**src/hw/rtl/u8dec_pkg.sv**
```systemverilog
// ----------------------------------------------------------------------------
// u8dec_pkg
// Shared widths, phase codes, state and result types for the UTF-8 decoder
// ----------------------------------------------------------------------------
package u8dec_pkg;

  localparam int unsigned COUNT_WIDTH    = 20;
  localparam int unsigned CAPACITY_WIDTH = 16;
  localparam int unsigned UNIT_WIDTH     = 16;
  localparam int unsigned BYTE_WIDTH     = 8;

  // sequence phase codes
  localparam logic [1:0] PH_LEAD = 2'd0;  // expecting a lead byte
  localparam logic [1:0] PH_LAST = 2'd1;  // expecting final continuation byte
  localparam logic [1:0] PH_MID  = 2'd2;  // expecting middle byte of 3-byte seq

  typedef struct packed {
    logic [CAPACITY_WIDTH-1:0] room_left;
    logic [1:0]                seq_phase;
    logic [UNIT_WIDTH-1:0]     partial_unit;
    logic                      skipping;
    logic [COUNT_WIDTH-1:0]    byte_count;
    logic                      dropped;
  } dec_state_t;

  typedef struct packed {
    logic                   emit;
    logic [UNIT_WIDTH-1:0]  unit_value;
    logic                   unit_write;
    logic                   done_res;
    logic [COUNT_WIDTH-1:0] source_length;
    logic                   truncated;
  } dec_result_t;

  // state at the start of every string
  function automatic dec_state_t restart_state(logic [CAPACITY_WIDTH-1:0] cap);
    dec_state_t s;
    s.room_left    = cap;
    s.seq_phase    = PH_LEAD;
    s.partial_unit = '0;
    s.skipping     = (cap == '0);
    s.byte_count   = '0;
    s.dropped      = 1'b0;
    return s;
  endfunction

endpackage

```
**src/hw/rtl/u8dec_step.sv**
```systemverilog
// ----------------------------------------------------------------------------
// u8dec_step
// Combinational next-state and result logic for one source byte
// ----------------------------------------------------------------------------
module u8dec_step import u8dec_pkg::*; (
  input  dec_state_t                cur_i,
  input  logic [BYTE_WIDTH-1:0]     src_byte_i,
  input  logic [CAPACITY_WIDTH-1:0] cap_i,
  output dec_state_t                nxt_o,
  output dec_result_t               res_o
);

  logic [COUNT_WIDTH-1:0] count_inc;
  logic                   byte_zero;
  logic                   term_now;

  assign count_inc = (cur_i.byte_count == '1) ? cur_i.byte_count
                                              : cur_i.byte_count + COUNT_WIDTH'(1);
  assign byte_zero = (src_byte_i == '0);
  // last slot reached at a lead byte: terminator goes out now
  assign term_now  = !cur_i.skipping && (cur_i.seq_phase == PH_LEAD) &&
                     (cur_i.room_left < CAPACITY_WIDTH'(2));

  always_comb begin
    nxt_o = cur_i;
    res_o = '0;
    if (cur_i.skipping || term_now) begin
      nxt_o.skipping = 1'b1;
      if (byte_zero) begin
        res_o.emit          = 1'b1;
        res_o.unit_write    = term_now;
        res_o.done_res      = 1'b1;
        res_o.source_length = cur_i.byte_count;
        res_o.truncated     = cur_i.dropped;
        nxt_o               = restart_state(cap_i);
      end else begin
        nxt_o.byte_count = count_inc;
        nxt_o.dropped    = 1'b1;
        res_o.emit       = term_now;
        res_o.unit_write = term_now;
      end
    end else begin
      case (cur_i.seq_phase)
        PH_LEAD: begin
          nxt_o.room_left = cur_i.room_left - CAPACITY_WIDTH'(1);
          if (byte_zero) begin
            res_o.emit          = 1'b1;
            res_o.unit_write    = 1'b1;
            res_o.done_res      = 1'b1;
            res_o.source_length = cur_i.byte_count;
            nxt_o               = restart_state(cap_i);
          end else begin
            nxt_o.byte_count = count_inc;
            if (!src_byte_i[7]) begin
              res_o.emit       = 1'b1;
              res_o.unit_write = 1'b1;
              res_o.unit_value = {8'h00, src_byte_i};
            end else if (!src_byte_i[5]) begin
              nxt_o.partial_unit = {5'b0, src_byte_i[4:0], 6'b0};
              nxt_o.seq_phase    = PH_LAST;
            end else begin
              nxt_o.partial_unit = {src_byte_i[3:0], 12'b0};
              nxt_o.seq_phase    = PH_MID;
            end
          end
        end
        PH_MID: begin
          nxt_o.byte_count   = count_inc;
          nxt_o.partial_unit = cur_i.partial_unit | {4'b0, src_byte_i[5:0], 6'b0};
          nxt_o.seq_phase    = PH_LAST;
        end
        default: begin
          // final continuation byte (unused code 3 lands here too)
          nxt_o.byte_count   = count_inc;
          res_o.emit         = 1'b1;
          res_o.unit_write   = 1'b1;
          res_o.unit_value   = cur_i.partial_unit | {10'b0, src_byte_i[5:0]};
          nxt_o.partial_unit = '0;
          nxt_o.seq_phase    = PH_LEAD;
        end
      endcase
    end
  end

endmodule

```
**src/hw/rtl/u8dec_out_reg.sv**
```systemverilog
// ----------------------------------------------------------------------------
// u8dec_out_reg
// Result register with valid/ready toward the consumer
// ----------------------------------------------------------------------------
module u8dec_out_reg import u8dec_pkg::*; (
  input  logic                   clk_i,
  input  logic                   rst_ni,
  input  logic                   load_i,
  input  dec_result_t            res_i,
  output logic                   free_o,
  output logic                   out_valid_o,
  input  logic                   out_ready_i,
  output logic [UNIT_WIDTH-1:0]  unit_value_o,
  output logic                   unit_write_o,
  output logic                   done_res_o,
  output logic [COUNT_WIDTH-1:0] source_length_o,
  output logic                   truncated_o
);

  logic        valid_q, valid_d;
  dec_result_t data_q;

  assign free_o  = !valid_q || out_ready_i;
  assign valid_d = load_i || (valid_q && !out_ready_i);

  always_ff @(posedge clk_i or negedge rst_ni) begin
    if (!rst_ni) begin
      valid_q <= 1'b0;
    end else begin
      valid_q <= valid_d;
    end
  end

  always_ff @(posedge clk_i) begin
    if (load_i) begin
      data_q <= res_i;
    end
  end

  assign out_valid_o     = valid_q;
  assign unit_value_o    = data_q.unit_value;
  assign unit_write_o    = data_q.unit_write;
  assign done_res_o      = data_q.done_res;
  assign source_length_o = data_q.source_length;
  assign truncated_o     = data_q.truncated;

endmodule

```
**src/hw/rtl/utf8_to_ucs2_bounded_decoder.sv**
```systemverilog
// ----------------------------------------------------------------------------
// utf8_to_ucs2_bounded_decoder
// Bounded UTF-8 to 16-bit code unit decoder with strlcpy-style termination
// ----------------------------------------------------------------------------
//
//   channel   | signals                                  | direction
//   ----------+------------------------------------------+-----------
//   source    | src_valid_i, src_ready_o, src_byte_i     | in
//   result    | out_valid_o, out_ready_i, unit_value_o,  | out
//             | unit_write_o, done_res_o,                |
//             | source_length_o, truncated_o             |
//   config    | cfg_we_i, cfg_wdata_i (dest_capacity)    | in
//
// one source beat per cycle unless the output register stalls; the decoder
// state updates at the accepting edge and any result is loaded into the output
// register at that same edge; throughput is set by the single output register:
// a beat is taken whenever that register is empty or being drained in the same cycle
// reset clears the capacity to zero and puts the decoder at a string start
// a capacity write also restarts the decoder at a string start
//
module utf8_to_ucs2_bounded_decoder import u8dec_pkg::*; (
  input  logic                      clk_i,
  input  logic                      rst_ni,
  // config
  input  logic                      cfg_we_i,
  input  logic [CAPACITY_WIDTH-1:0] cfg_wdata_i,
  // source bytes
  input  logic                      src_valid_i,
  output logic                      src_ready_o,
  input  logic [BYTE_WIDTH-1:0]     src_byte_i,
  // result beats
  output logic                      out_valid_o,
  input  logic                      out_ready_i,
  output logic [UNIT_WIDTH-1:0]     unit_value_o,
  output logic                      unit_write_o,
  output logic                      done_res_o,
  output logic [COUNT_WIDTH-1:0]    source_length_o,
  output logic                      truncated_o
);

  logic [CAPACITY_WIDTH-1:0] cap_q;
  dec_state_t                state_q, state_d;
  dec_state_t                step_nxt;
  dec_result_t               step_res;
  logic                      out_free;
  logic                      accept;

  // byte taken whenever the result register can take a beat
  assign src_ready_o = out_free;
  assign accept      = src_valid_i && out_free;

  u8dec_step u_step (
    .cur_i      (state_q),
    .src_byte_i (src_byte_i),
    .cap_i      (cap_q),
    .nxt_o      (step_nxt),
    .res_o      (step_res)
  );

  // config write wins and restarts the string
  always_comb begin
    state_d = state_q;
    if (cfg_we_i) begin
      state_d = restart_state(cfg_wdata_i);
    end else if (accept) begin
      state_d = step_nxt;
    end
  end

  always_ff @(posedge clk_i or negedge rst_ni) begin
    if (!rst_ni) begin
      cap_q   <= '0;
      state_q <= restart_state('0);
    end else begin
      if (cfg_we_i) begin
        cap_q <= cfg_wdata_i;
      end
      state_q <= state_d;
    end
  end

  u8dec_out_reg u_out (
    .clk_i           (clk_i),
    .rst_ni          (rst_ni),
    .load_i          (accept && step_res.emit),
    .res_i           (step_res),
    .free_o          (out_free),
    .out_valid_o     (out_valid_o),
    .out_ready_i     (out_ready_i),
    .unit_value_o    (unit_value_o),
    .unit_write_o    (unit_write_o),
    .done_res_o      (done_res_o),
    .source_length_o (source_length_o),
    .truncated_o     (truncated_o)
  );

endmodule
```
**config.mk**
```make
export PLATFORM = sky130hd
export DESIGN_NAME = utf8_to_ucs2_bounded_decoder
export DESIGN_NICKNAME = d
export VERILOG_FILES = /design/src/hw/rtl/u8dec_pkg.sv /design/src/hw/rtl/u8dec_step.sv /design/src/hw/rtl/u8dec_out_reg.sv /design/src/hw/rtl/utf8_to_ucs2_bounded_decoder.sv
export SDC_FILE = /design/constraint.sdc
export NUM_CORES = 1
export LEC_CHECK = 0
export BUFFER_PORTS_ARGS = -buffer_cell sky130_fd_sc_hd__buf_2
export CORE_ASPECT_RATIO = 0.5
export CORE_MARGIN = 10
export CORE_UTILIZATION = 58
export CTS_BUF_LIST = sky130_fd_sc_hd__clkbuf_16
export CTS_CLUSTER_SIZE = 28
export DETAILED_ROUTE_END_ITERATION = 8
export PLACE_DENSITY = 0.91
export SLEW_MARGIN = 5
export SYNTH_ARGS = -nofsm -noshare
export SYNTH_HDL_FRONTEND = slang
export SYNTH_SLANG_ARGS = --single-unit
```
**constraint.sdc**
```tcl
create_clock -name clk_i -period 3.95 [get_ports clk_i]
set_clock_uncertainty 0.1 [all_clocks]
set_input_delay 0.395 -clock clk_i [delete_from_list [all_inputs] [get_ports clk_i]]
set_output_delay 0.395 -clock clk_i [all_outputs]
set_load 0.1 [all_outputs]
```
* Word level (Yosys, flattened, before mapping) *
Cells that the tools add are included.

word-level totals
  bits in registers = 112
  output and inout bits = 41
  input port bits = 29

cells by class
  equality and inequality tests = 4
  bitwise logic cells = 2
  magnitude comparators = 1
  mux-type cells = 29
  add/subtract/negate cells = 2
  reductions and logical operators = 22

operators by type and width
  cell                                                                   count
  56-bit 2-to-1 mux                                                      3
  18-bit 2-to-1 mux                                                      4
  18-bit case mux with 2 select lines                                    2
  21-bit 2-to-1 mux                                                      3
  20-bit 2-to-1 mux                                                      3
  16-bit 2-to-1 mux                                                      3
  22-bit 2-to-1 mux                                                      2
  35-bit 2-to-1 mux                                                      1
  16-bit logical NOT                                                     2
  20-bit by 1-bit adder with 20-bit output, second input constant        1
  20-bit == test, second input constant                                  1
  16-bit by 2-bit < comparator with 1-bit output, second input constant  1
  16-bit by 12-bit bitwise OR with 16-bit output                         1
  16-bit by 6-bit bitwise OR with 16-bit output                          1
  16-bit by 1-bit subtractor with 16-bit output, second input constant   1
  3-bit AND reduction                                                    3
  8-bit logical NOT                                                      1
  1-bit 2-to-1 mux                                                       8
  3-bit nonzero test                                                     2
  1-bit logical AND                                                      5
  4-bit by 3-bit != test with 1-bit output, second input constant        1
  1-bit logical NOT                                                      3
  1-bit logical OR                                                       3
  3-bit by 2-bit != test with 1-bit output, second input constant        1
  4 further kinds                                                        4

* Depth between registers and ports, before layout *
Gate-level depths: netlist (run 1).

  word-level depth = 7
  gate-level depth with buffers = 8
  depth with buffers taken out = 7

* Modules after synthesis *
From an unflattened synthesis (run 1), not the netlist that was laid out.

unflattened totals
  cell total of the unflattened synthesis = 658
  area total of the unflattened synthesis = 6,188.4 um^2

modules (own cells, without submodules)
  module                        area an instance (um^2)  cells an instance  instances
  utf8_to_ucs2_bounded_decoder  3,049.2                  303                1
  u8dec_step                    1,920.6                  313                1
  u8dec_out_reg                 1,218.7                  42                 1

* Least setup slack after synthesis (run 1) *
Ideal clock, no wire load.

  path kind = reg2reg
  start = reg u_out.valid_q (netlist: u_out.out_valid_o)
  end = reg u_out.data_q (netlist bit u_out.done_res_o) (enable)
  data required time = 3.415 ns
  buffers on the path = 0
  clock period less this slack = 4.306 ns
  setup time = 0.435 ns
  setup slack = -0.356 ns
  data arrival time = 3.771 ns
  cell stages (with the launch flop) = 4
  path through = dfrtp_1 > nand2b_1 > nand2_1 > nor2_1

between the ends
  word-level cells in the longest chain between the ends = 4

RTL lines
  element                 line                                source
  from (decl)             u8dec_out_reg.sv:20                 logic valid_q, valid_d;
  from (signal assigned)  u8dec_out_reg.sv:30                 valid_q <= valid_d;
  1-bit logical NOT       u8dec_out_reg.sv:23                 assign free_o = !valid_q || out_ready_i;
  1-bit logical OR        u8dec_out_reg.sv:23
  net src_ready_o         utf8_to_ucs2_bounded_decoder.sv:29  output logic src_ready_o,
  1-bit logical AND       utf8_to_ucs2_bounded_decoder.sv:50  assign accept = src_valid_i && out_free;
  1-bit logical AND       utf8_to_ucs2_bounded_decoder.sv:85  .load_i (accept && step_res.emit),
  net u_out.load_i        u8dec_out_reg.sv:8                  input logic load_i,
  to (signal assigned)    u8dec_out_reg.sv:36                 data_q <= res_i;
  to (decl)               u8dec_out_reg.sv:21                 dec_result_t data_q;

The timed path passes the listed nets, and every way through them passes these cells.
A chain may end at the register's enable or synchronous reset.

* Final worst setup path (run 1) *
  start = reg state_q[52] in the netlist's numbering
  end = reg u_out.data_q (netlist bit u_out.source_length_o[13]) (enable)

between the ends
  word-level cells in the longest chain between the ends = 5
  elaborated cells between the ends (all ways) = 6
  those cells by class = order compare: 1; mux: 2; reduce/logical: 3

RTL lines
  element                                               line                                source
  from (decl)                                           utf8_to_ucs2_bounded_decoder.sv:42  dec_state_t state_q, state_d;
  from (signal assigned)                                utf8_to_ucs2_bounded_decoder.sv:73  state_q <= restart_state('0);
  from (signal assigned)                                utf8_to_ucs2_bounded_decoder.sv:78  state_q <= state_d;
  16-bit by 2-bit < comparator with 1-bit output (*)    u8dec_step.sv:22                    (cur_i.room_left < CAPACITY_WIDTH'(2));
  1-bit logical AND (*)                                 u8dec_step.sv:21                    assign term_now = !cur_i.skipping && (cur_i.seq_phase == PH_LEAD) &&
  1-bit 2-to-1 mux or 1-bit logical OR (tied branches)  u8dec_step.sv:29, u8dec_step.sv:27
  1-bit 2-to-1 mux (*)                                  u8dec_step.sv:27                    if (cur_i.skipping || term_now) begin
  1-bit logical AND (*)                                 utf8_to_ucs2_bounded_decoder.sv:85
  net u_out.load_i                                      u8dec_out_reg.sv:8

Mark *: on every way through the listed nets, which the timed path passes. The rest lies on a longest branch.

==> impl_metrics.csv, run 1 <==
group,metric,value,unit
status,status,"completed",
die,core-area,8890,µm²
sta,finalHoldViolations,0,
clock_network,cts_made_buffers,9,
logic_synthesis,yosysSeqAreaShare,52.7,%
logic_synthesis,synth_seq_cells,106,
global_routing,grt.total_usage,19.7,%
critical_path,worstRegToRegCells,6,
die,initial_utilization,60.8,%
sta,fin_crit_sh,74.4,%
run,drv_cap,0,
clock_network,clock_latency,360,ps
sta,slew-limit-headroom,20.0,%
critical_path,r2r_start,"state_q[52]",
clock_network,ctsResizeCount,0,
cells_and_area,area_delta_synth_final,12.9,%
clock_network,post_cts_buffers,0,
logic_synthesis,ys_top_cells_by_area,"dfrtp_1, edfxtp_1, and2_1",
critical_path,timing.rr.end,"u_out.source_length_o[13]",
logic_synthesis,yosysTopAreaCell,"dfrtp_1",
logic_synthesis,yosys_warnings,0,
clock_network,clockBufferDepth,2,
route,ant_nets,0,
clock_network,htree_levels,3,
hold_path,hold_end,"cap_q[9]",
logic_synthesis,async_flop_share,63.2,%
die,rows,24,
critical_path,r2r_setup_slack,1010,ps
route,dr.pass1.iters,7,
power,peakVddDrop,242,µV
logic_synthesis,syn_area_per_cell,10.7,µm²
global_routing,overflow,0,
cells_and_area,drive_above_1_share,22.5,%
global_routing,grt_max_degree,50,
clock_network,clockRootBuffer,"clkbuf_16",
logic_synthesis,synth_edf_count,39,
cells_and_area,final_nets,596,
power,finalPower,0.00268,W
clock_network,path_clk_slew,70,ps
sta,fin_ws,1010,ps
logic_synthesis,synthMostInstantiatedCell,"dfrtp_1",
sta,rsz0062_at_grt,"false",
logic_synthesis,synth_commonest_cells,"dfrtp_1, edfxtp_1, and2_1",
clock_network,clock-sinks,106,
route,drtIter0Drc,577,
logic_synthesis,syn_nets,537,
logic_synthesis,synth_top_cell_area_share,30.6,%
critical_path,worstPathRequired,3890,ps
hold_path,hold_depth,2,
place,dpl_worst_slack,1040,ps
global_routing,grt_pass1_vias,4378,
route,wl_per_cell,19.5,µm
power,power_density,440,nW/µm²
global_routing,antenna_found_initial,0,
logic_synthesis,synth_cell_types,67,
route,drcViolationCount,0,
route,drt-total-wl,13400,µm
route,via_count,4518,
clock_network,cts_tree,"built",
hold_path,worstHoldStart,"cfg_wdata_i[9]",
global_routing,grt_first_pass_wirelength,21900,µm
place,io_buffers,69,
sta,setup_violations,0,
logic_synthesis,syn_area,5400,µm²
place,gp_congestion,0.921,
critical_path,crit_type,"flip-flop to flip-flop",
cells_and_area,diodes,0,
sta,max_freq,0.340,GHz
critical_path,crit_fanout,23,
die,dieArea,13800,µm²
route,vias_per_cell,6.58,
die,die_x,156,µm
logic_synthesis,syn_inst,506,
sta,tns,0,ps
critical_path,worstPathArrival,2880,ps
power,cellLeakagePower,2.51,nW
critical_path,critPathLaunchType,"flip-flop",
place,post-dp-hpwl,9380,µm
die,num_io_pins,70,
sta,worst_slew_pin_slew,1190,ps
die,die_y,88.2,µm
sta,drv_slew,0,
hold_path,hp-class,"input pin to flip-flop",
critical_path,worstSetupEndpointType,"flip-flop",
logic_synthesis,synth_ff_type,"dfrtp_1",
sta,post-route-min-period,2940,ps
[worst max path at each step]
stage                 startpoint                   endpoint  slack [ps]  depth (start not counted)
6_report             state_q[52]  u_out.source_length_o[13]        1010                          6
5_1_grt              state_q[53]   u_out.source_length_o[1]         720                          6
4_1_cts              state_q[52]   u_out.source_length_o[6]        1070                          6
3_5_place_dp       src_byte_i[2]                state_q[45]        1040                          6
3_3_place_gp       src_byte_i[2]                state_q[53]        1110                          6
2_1_floorplan  u_out.out_valid_o           u_out.done_res_o         270                          3
[layer usage]
metal	part of all wire, %	GRT usage (%)
met5	0	0
met3	9.5	5.28
met1	41	24.3
met4	1.8	8.09
met2	48	32.9
[kinds of logic (layout without fill, tap and decap cells)]
family,count (synthesis),count (layout),share of synthesized area [%]
and+or+nand+nor,186,186,20.1
AOI/OAI and AO/OA,153,153,20.1
DFF,106,106,52.7
buffers and inverters,47,111,4.10
muxes,12,12,2.48
adders and majority gates,2,2,0.463
[sequential cells by signal (all words and copies together), names as in the netlist]
name / flops
cap_q: 16
u_out.done_res_o: 1
state_q: 50
u_out.unit_value_o: 16
u_out.truncated_o: 1
u_out.source_length_o: 20
u_out.out_valid_o: 1
u_out.unit_write_o: 1
[cell type report]
class / instances / area [µm²]
clock buffer: 9 / 225
fill: 666 / 2790
sequential: 106 / 2850
multi-input combinational: 353 / 2340
inverter: 19 / 71.3
timing repair buffer: 76 / 400
tap: 117 / 146
clock inverter: 7 / 63.8
[repair_timing]
| item | in CTS | in global routing |
|---|---|---|
| setup endpoints to repair | 0 | 0 |
| endpoints found under the hold margin | 22 | 0 |
| hold buffers | 1 | 0 |
[placed cells by master (no fill, tap or decap), drive strengths merged, types with 5 or more instances in the layout]
cell type / count
a21o: 7
a21oi: 19
a22o: 16
a22oi: 6
a31oi: 19
a41oi: 5
and2: 35
and4: 5
buf: 75
clkbuf: 9
dfrtp: 66
edfxtp: 39
inv: 22
mux2: 11
nand2: 30
nand3: 8
nand4: 10
nor2: 33
nor3: 21
nor4: 17
o21ai: 37
or4: 7
[per-stage QoR]
| stage | cells | utilization [%] | instance area, µm² | hold slack, ps |
|---|---|---|---|---|
| 2_1_floorplan | 506 | - | 5400 | -0.591 |
| 3_3_place_gp | 670 | 65.3 | 5800 | 287 |
| 3_5_place_dp | 670 | 65.3 | 5800 | 293 |
| 4_1_cts | 687 | 68.6 | 6100 | 174 |
| 5_1_grt | 687 | 68.6 | 6100 | 189 |
| 6_report | 687 | 68.6 | 6100 | 180 |
[power by group]
group	total, W	internal (W)	switching [W]
Combinational	0.000505	0.000136	0.000370
Sequential	0.00131	0.00123	0.0000792
Clock	0.000870	0.000441	0.000429
[worst max-delay path, stage by stage, from the launching register on]
cell and delay (ps):
dfrtp_1 430, nor4_1 450, nand4_1 350, a211oi_1 330, a211oi_1 120, nor2_4 420, buf_4 400
Power figures use the tool's default switching activity.
==> inputs of run 2 (changes only) <==
--- a/config.mk
+++ b/config.mk
@@ -5,14 +5,15 @@
 export SDC_FILE = /design/constraint.sdc
 export NUM_CORES = 1
 export LEC_CHECK = 0
+export ABC_AREA = 1
 export BUFFER_PORTS_ARGS = -buffer_cell sky130_fd_sc_hd__buf_2
 export CORE_ASPECT_RATIO = 0.5
 export CORE_MARGIN = 10
-export CORE_UTILIZATION = 58
+export CORE_UTILIZATION = 59
 export CTS_BUF_LIST = sky130_fd_sc_hd__clkbuf_16
 export CTS_CLUSTER_SIZE = 28
 export DETAILED_ROUTE_END_ITERATION = 8
-export PLACE_DENSITY = 0.91
+export PLACE_DENSITY = 0.92
 export SLEW_MARGIN = 5
 export SYNTH_ARGS = -nofsm -noshare
 export SYNTH_HDL_FRONTEND = slang
==> constraint.sdc (replaced) <==
create_clock -name clk_i -period 2.8 [get_ports clk_i]
set_clock_uncertainty 0.1 [all_clocks]
set_input_delay 0.28 -clock clk_i [delete_from_list [all_inputs] [get_ports clk_i]]
set_output_delay 0.28 -clock clk_i [all_outputs]
set_load 0.1 [all_outputs]
==> impl_metrics.csv, run 2 <==
group,metric,value,unit
power,p_comb_share,29.7,%
sta,worst_slew_pin_slew,502,ps
place,placed_area,6240,µm²
cells_and_area,layout_common_cells,"nand2_1, inv_1, nor2_1",
die,core-area,9480,µm²
route,drtIter0Drc,476,
logic_synthesis,yosysSeqAreaShare,49.6,%
logic_synthesis,synth_commonest_cells,"nand2_1, inv_1, nor2_1",
critical_path,crit_fanout,26,
route,wl_per_cell,15.0,µm
clock_network,clock-sinks,106,
critical_path,worstSetupEndpointType,"flip-flop",
cells_and_area,area_delta_synth_final,13.7,%
sta,tns,0,ps
status,status,"completed",
critical_path,cp_common_cell,"nor2_4",
cells_and_area,diodes,0,
critical_path,worstPathArrival,2410,ps
logic_synthesis,syn_area_per_cell,7.93,µm²
cells_and_area,final_nets,828,
route,vias_per_cell,5.38,
place,io_buffers,69,
global_routing,grt_first_pass_wirelength,23500,µm
sta,rsz0062_at_grt,"false",
power,peakVddDrop,380,µV
cells_and_area,top_register,"state_q",
cells_and_area,final_common_cell,"nand2_1",
clock_network,clockRootBuffer,"clkbuf_16",
logic_synthesis,synth_seq_cells,106,
logic_synthesis,ys_top_cells_by_area,"dfrtp_1, edfxtp_1, nand2_1",
clock_network,htree_levels,3,
logic_synthesis,yosysTopAreaCell,"dfrtp_1",
power,pwr-share-seq,42.7,%
global_routing,grt_pass1_vias,4922,
logic_synthesis,synth_ff_type,"dfrtp_1",
place,post-dp-hpwl,10500,µm
route,drcViolationCount,0,
logic_synthesis,synth_top_cell_area_share,28.7,%
global_routing,grt_max_degree,68,
die,initial_utilization,60.6,%
power,clkPwrFrac,27.6,%
logic_synthesis,synthMostInstantiatedCell,"nand2_1",
clock_network,cts_made_buffers,9,
sta,fin_crit_sh,87.6,%
logic_synthesis,synth_cell_types,40,
route,ant_nets,0,
critical_path,crit_type,"flip-flop to flip-flop",
clock_network,path_clk_slew,70,ps
logic_synthesis,syn_nets,756,
logic_synthesis,synth_edf_count,39,
global_routing,antenna_found_initial,0,
power,cellLeakagePower,3.11,nW
route,drt-total-wl,14100,µm
power,internal_power,0.00280,W
sta,drv_slew,0,
logic_synthesis,syn_area,5750,µm²
critical_path,worstPathRequired,2750,ps
clock_network,ctsResizeCount,0,
cells_and_area,largest_reg_flops,50,
power,swShare,37.6,%
hold_path,hp-class,"input pin to flip-flop",
critical_path,cp_cell_sequence,"nor2_4, inv_4, nor2_4, nand3_4, nand2_4, inv_1, nand2_1, nand3_1, clkinvlp_4, buf_12",
clock_network,clock_latency,350,ps
clock_network,cts_tree,"built",
critical_path,slowest_stage,"dfrtp_1",
sta,slew-limit-headroom,66.5,%
power,power_density,685,nW/µm²
clock_network,post_cts_buffers,0,
logic_synthesis,async_flop_share,63.2,%
place,gp_congestion,0.965,
die,dieArea,14300,µm²
cells_and_area,final_area,6530,µm²
global_routing,overflow,0,
logic_synthesis,syn_inst,725,
route,via_count,5040,
cells_and_area,fill_cells,795,
critical_path,cp_top_family,"simple AND/OR/NAND/NOR gates",
die,num_io_pins,70,
run,drv_cap,0,
route,dr.pass1.iters,5,
die,die_x,160,µm
die,die_y,89.8,µm
die,rows,25,
critical_path,crit_buf_inv,4,
global_routing,grt.total_usage,19.6,%
sta,post-route-min-period,2450,ps
sta,max_freq,0.408,GHz
sta,finalHoldViolations,0,
clock_network,clockBufferDepth,2,
critical_path,slowest_delay,440,ps
power,power.switching,0.00168,W
sta,setup_violations,0,
logic_synthesis,yosys_warnings,0,
cells_and_area,drive_above_1_share,16.8,%
critical_path,critPathLaunchType,"flip-flop",
## run 2: layer usage
metal	global-route usage, %	part of all wire, %	wire [µm]
met1	23.9	44	6200
met2	33.8	48	6800
met3	5.10	6.2	866
met4	5.21	1.3	180
met5	0	0	0
## run 2: cells by family (layout without fill, tap and decap cells)
kind of cell / count (synthesis) / count (layout) / share of synthesized area (%)
compound gates: 79 / 79 / 8.23
xor+xnor: 8 / 8 / 1.22
fa+ha+maj: 2 / 2 / 0.435
buf+inv: 117 / 194 / 8.69
flops: 106 / 106 / 49.6
simple gates: 413 / 413 / 31.9
## run 2: final cells by class
cell class	instances	area, µm²	area share (%)
inverters	99	378	5.78
repair buffers	79	448	6.86
multi-input cells	502	2400	36.7
well taps	135	169	2.59
clock inverters	7	62.6	0.957
clock buffers	9	225	3.45
flip-flops and latches	106	2850	43.6
## run 2: path summary, 6_finish.rpt
check | from | to | slack (ps) | depth (start not counted)
min in group asynchronous | rst_ni | state_q[11] | 360 | 3
min | cfg_wdata_i[8] | cap_q[8] | 80 | 3
max in group asynchronous | rst_ni | state_q[21] | 1880 | 3
min reg2reg | state_q[36] | state_q[36] | 390 | 2
max reg2reg | state_q[38] | u_out.unit_value_o[2] | 350 | 10
max | state_q[38] | u_out.unit_value_o[2] | 350 | 10
## run 2: power by group through the flow
stage               Sequential [W]  Combinational [W]  Clock [W]
floorplan                  0.00230           0.000681          0
global route               0.00193            0.00146    0.00131
detailed placement         0.00194            0.00132          0
global placement           0.00193            0.00130          0
CTS                        0.00191            0.00133    0.00125
finish                     0.00191            0.00133    0.00124
## run 2: repair_timing
action                     4_1_cts  5_1_grt
hold endpoints to repair        66        0
hold buffers                     1        0
setup endpoints to repair        0        0
## run 2: stage by stage
step | hold slack (ps) | utilization [%] | worst slack [ps] | total power (W) | instances
2_1_floorplan | -116 | - | 183 | 0.00298 | 725
3_3_place_gp | 227 | 65.8 | 474 | 0.00323 | 920
3_5_place_dp | 226 | 65.8 | 413 | 0.00326 | 920
4_1_cts | 73.3 | 68.9 | 369 | 0.00449 | 937
5_1_grt | 86.8 | 68.9 | 177 | 0.00471 | 937
6_report | 79.2 | 68.9 | 346 | 0.00448 | 937
## run 2: tightest hold or removal path, cell delays in order
cell and delay, ps:
buf_2 90, nand2_1 60, nand2_1 60
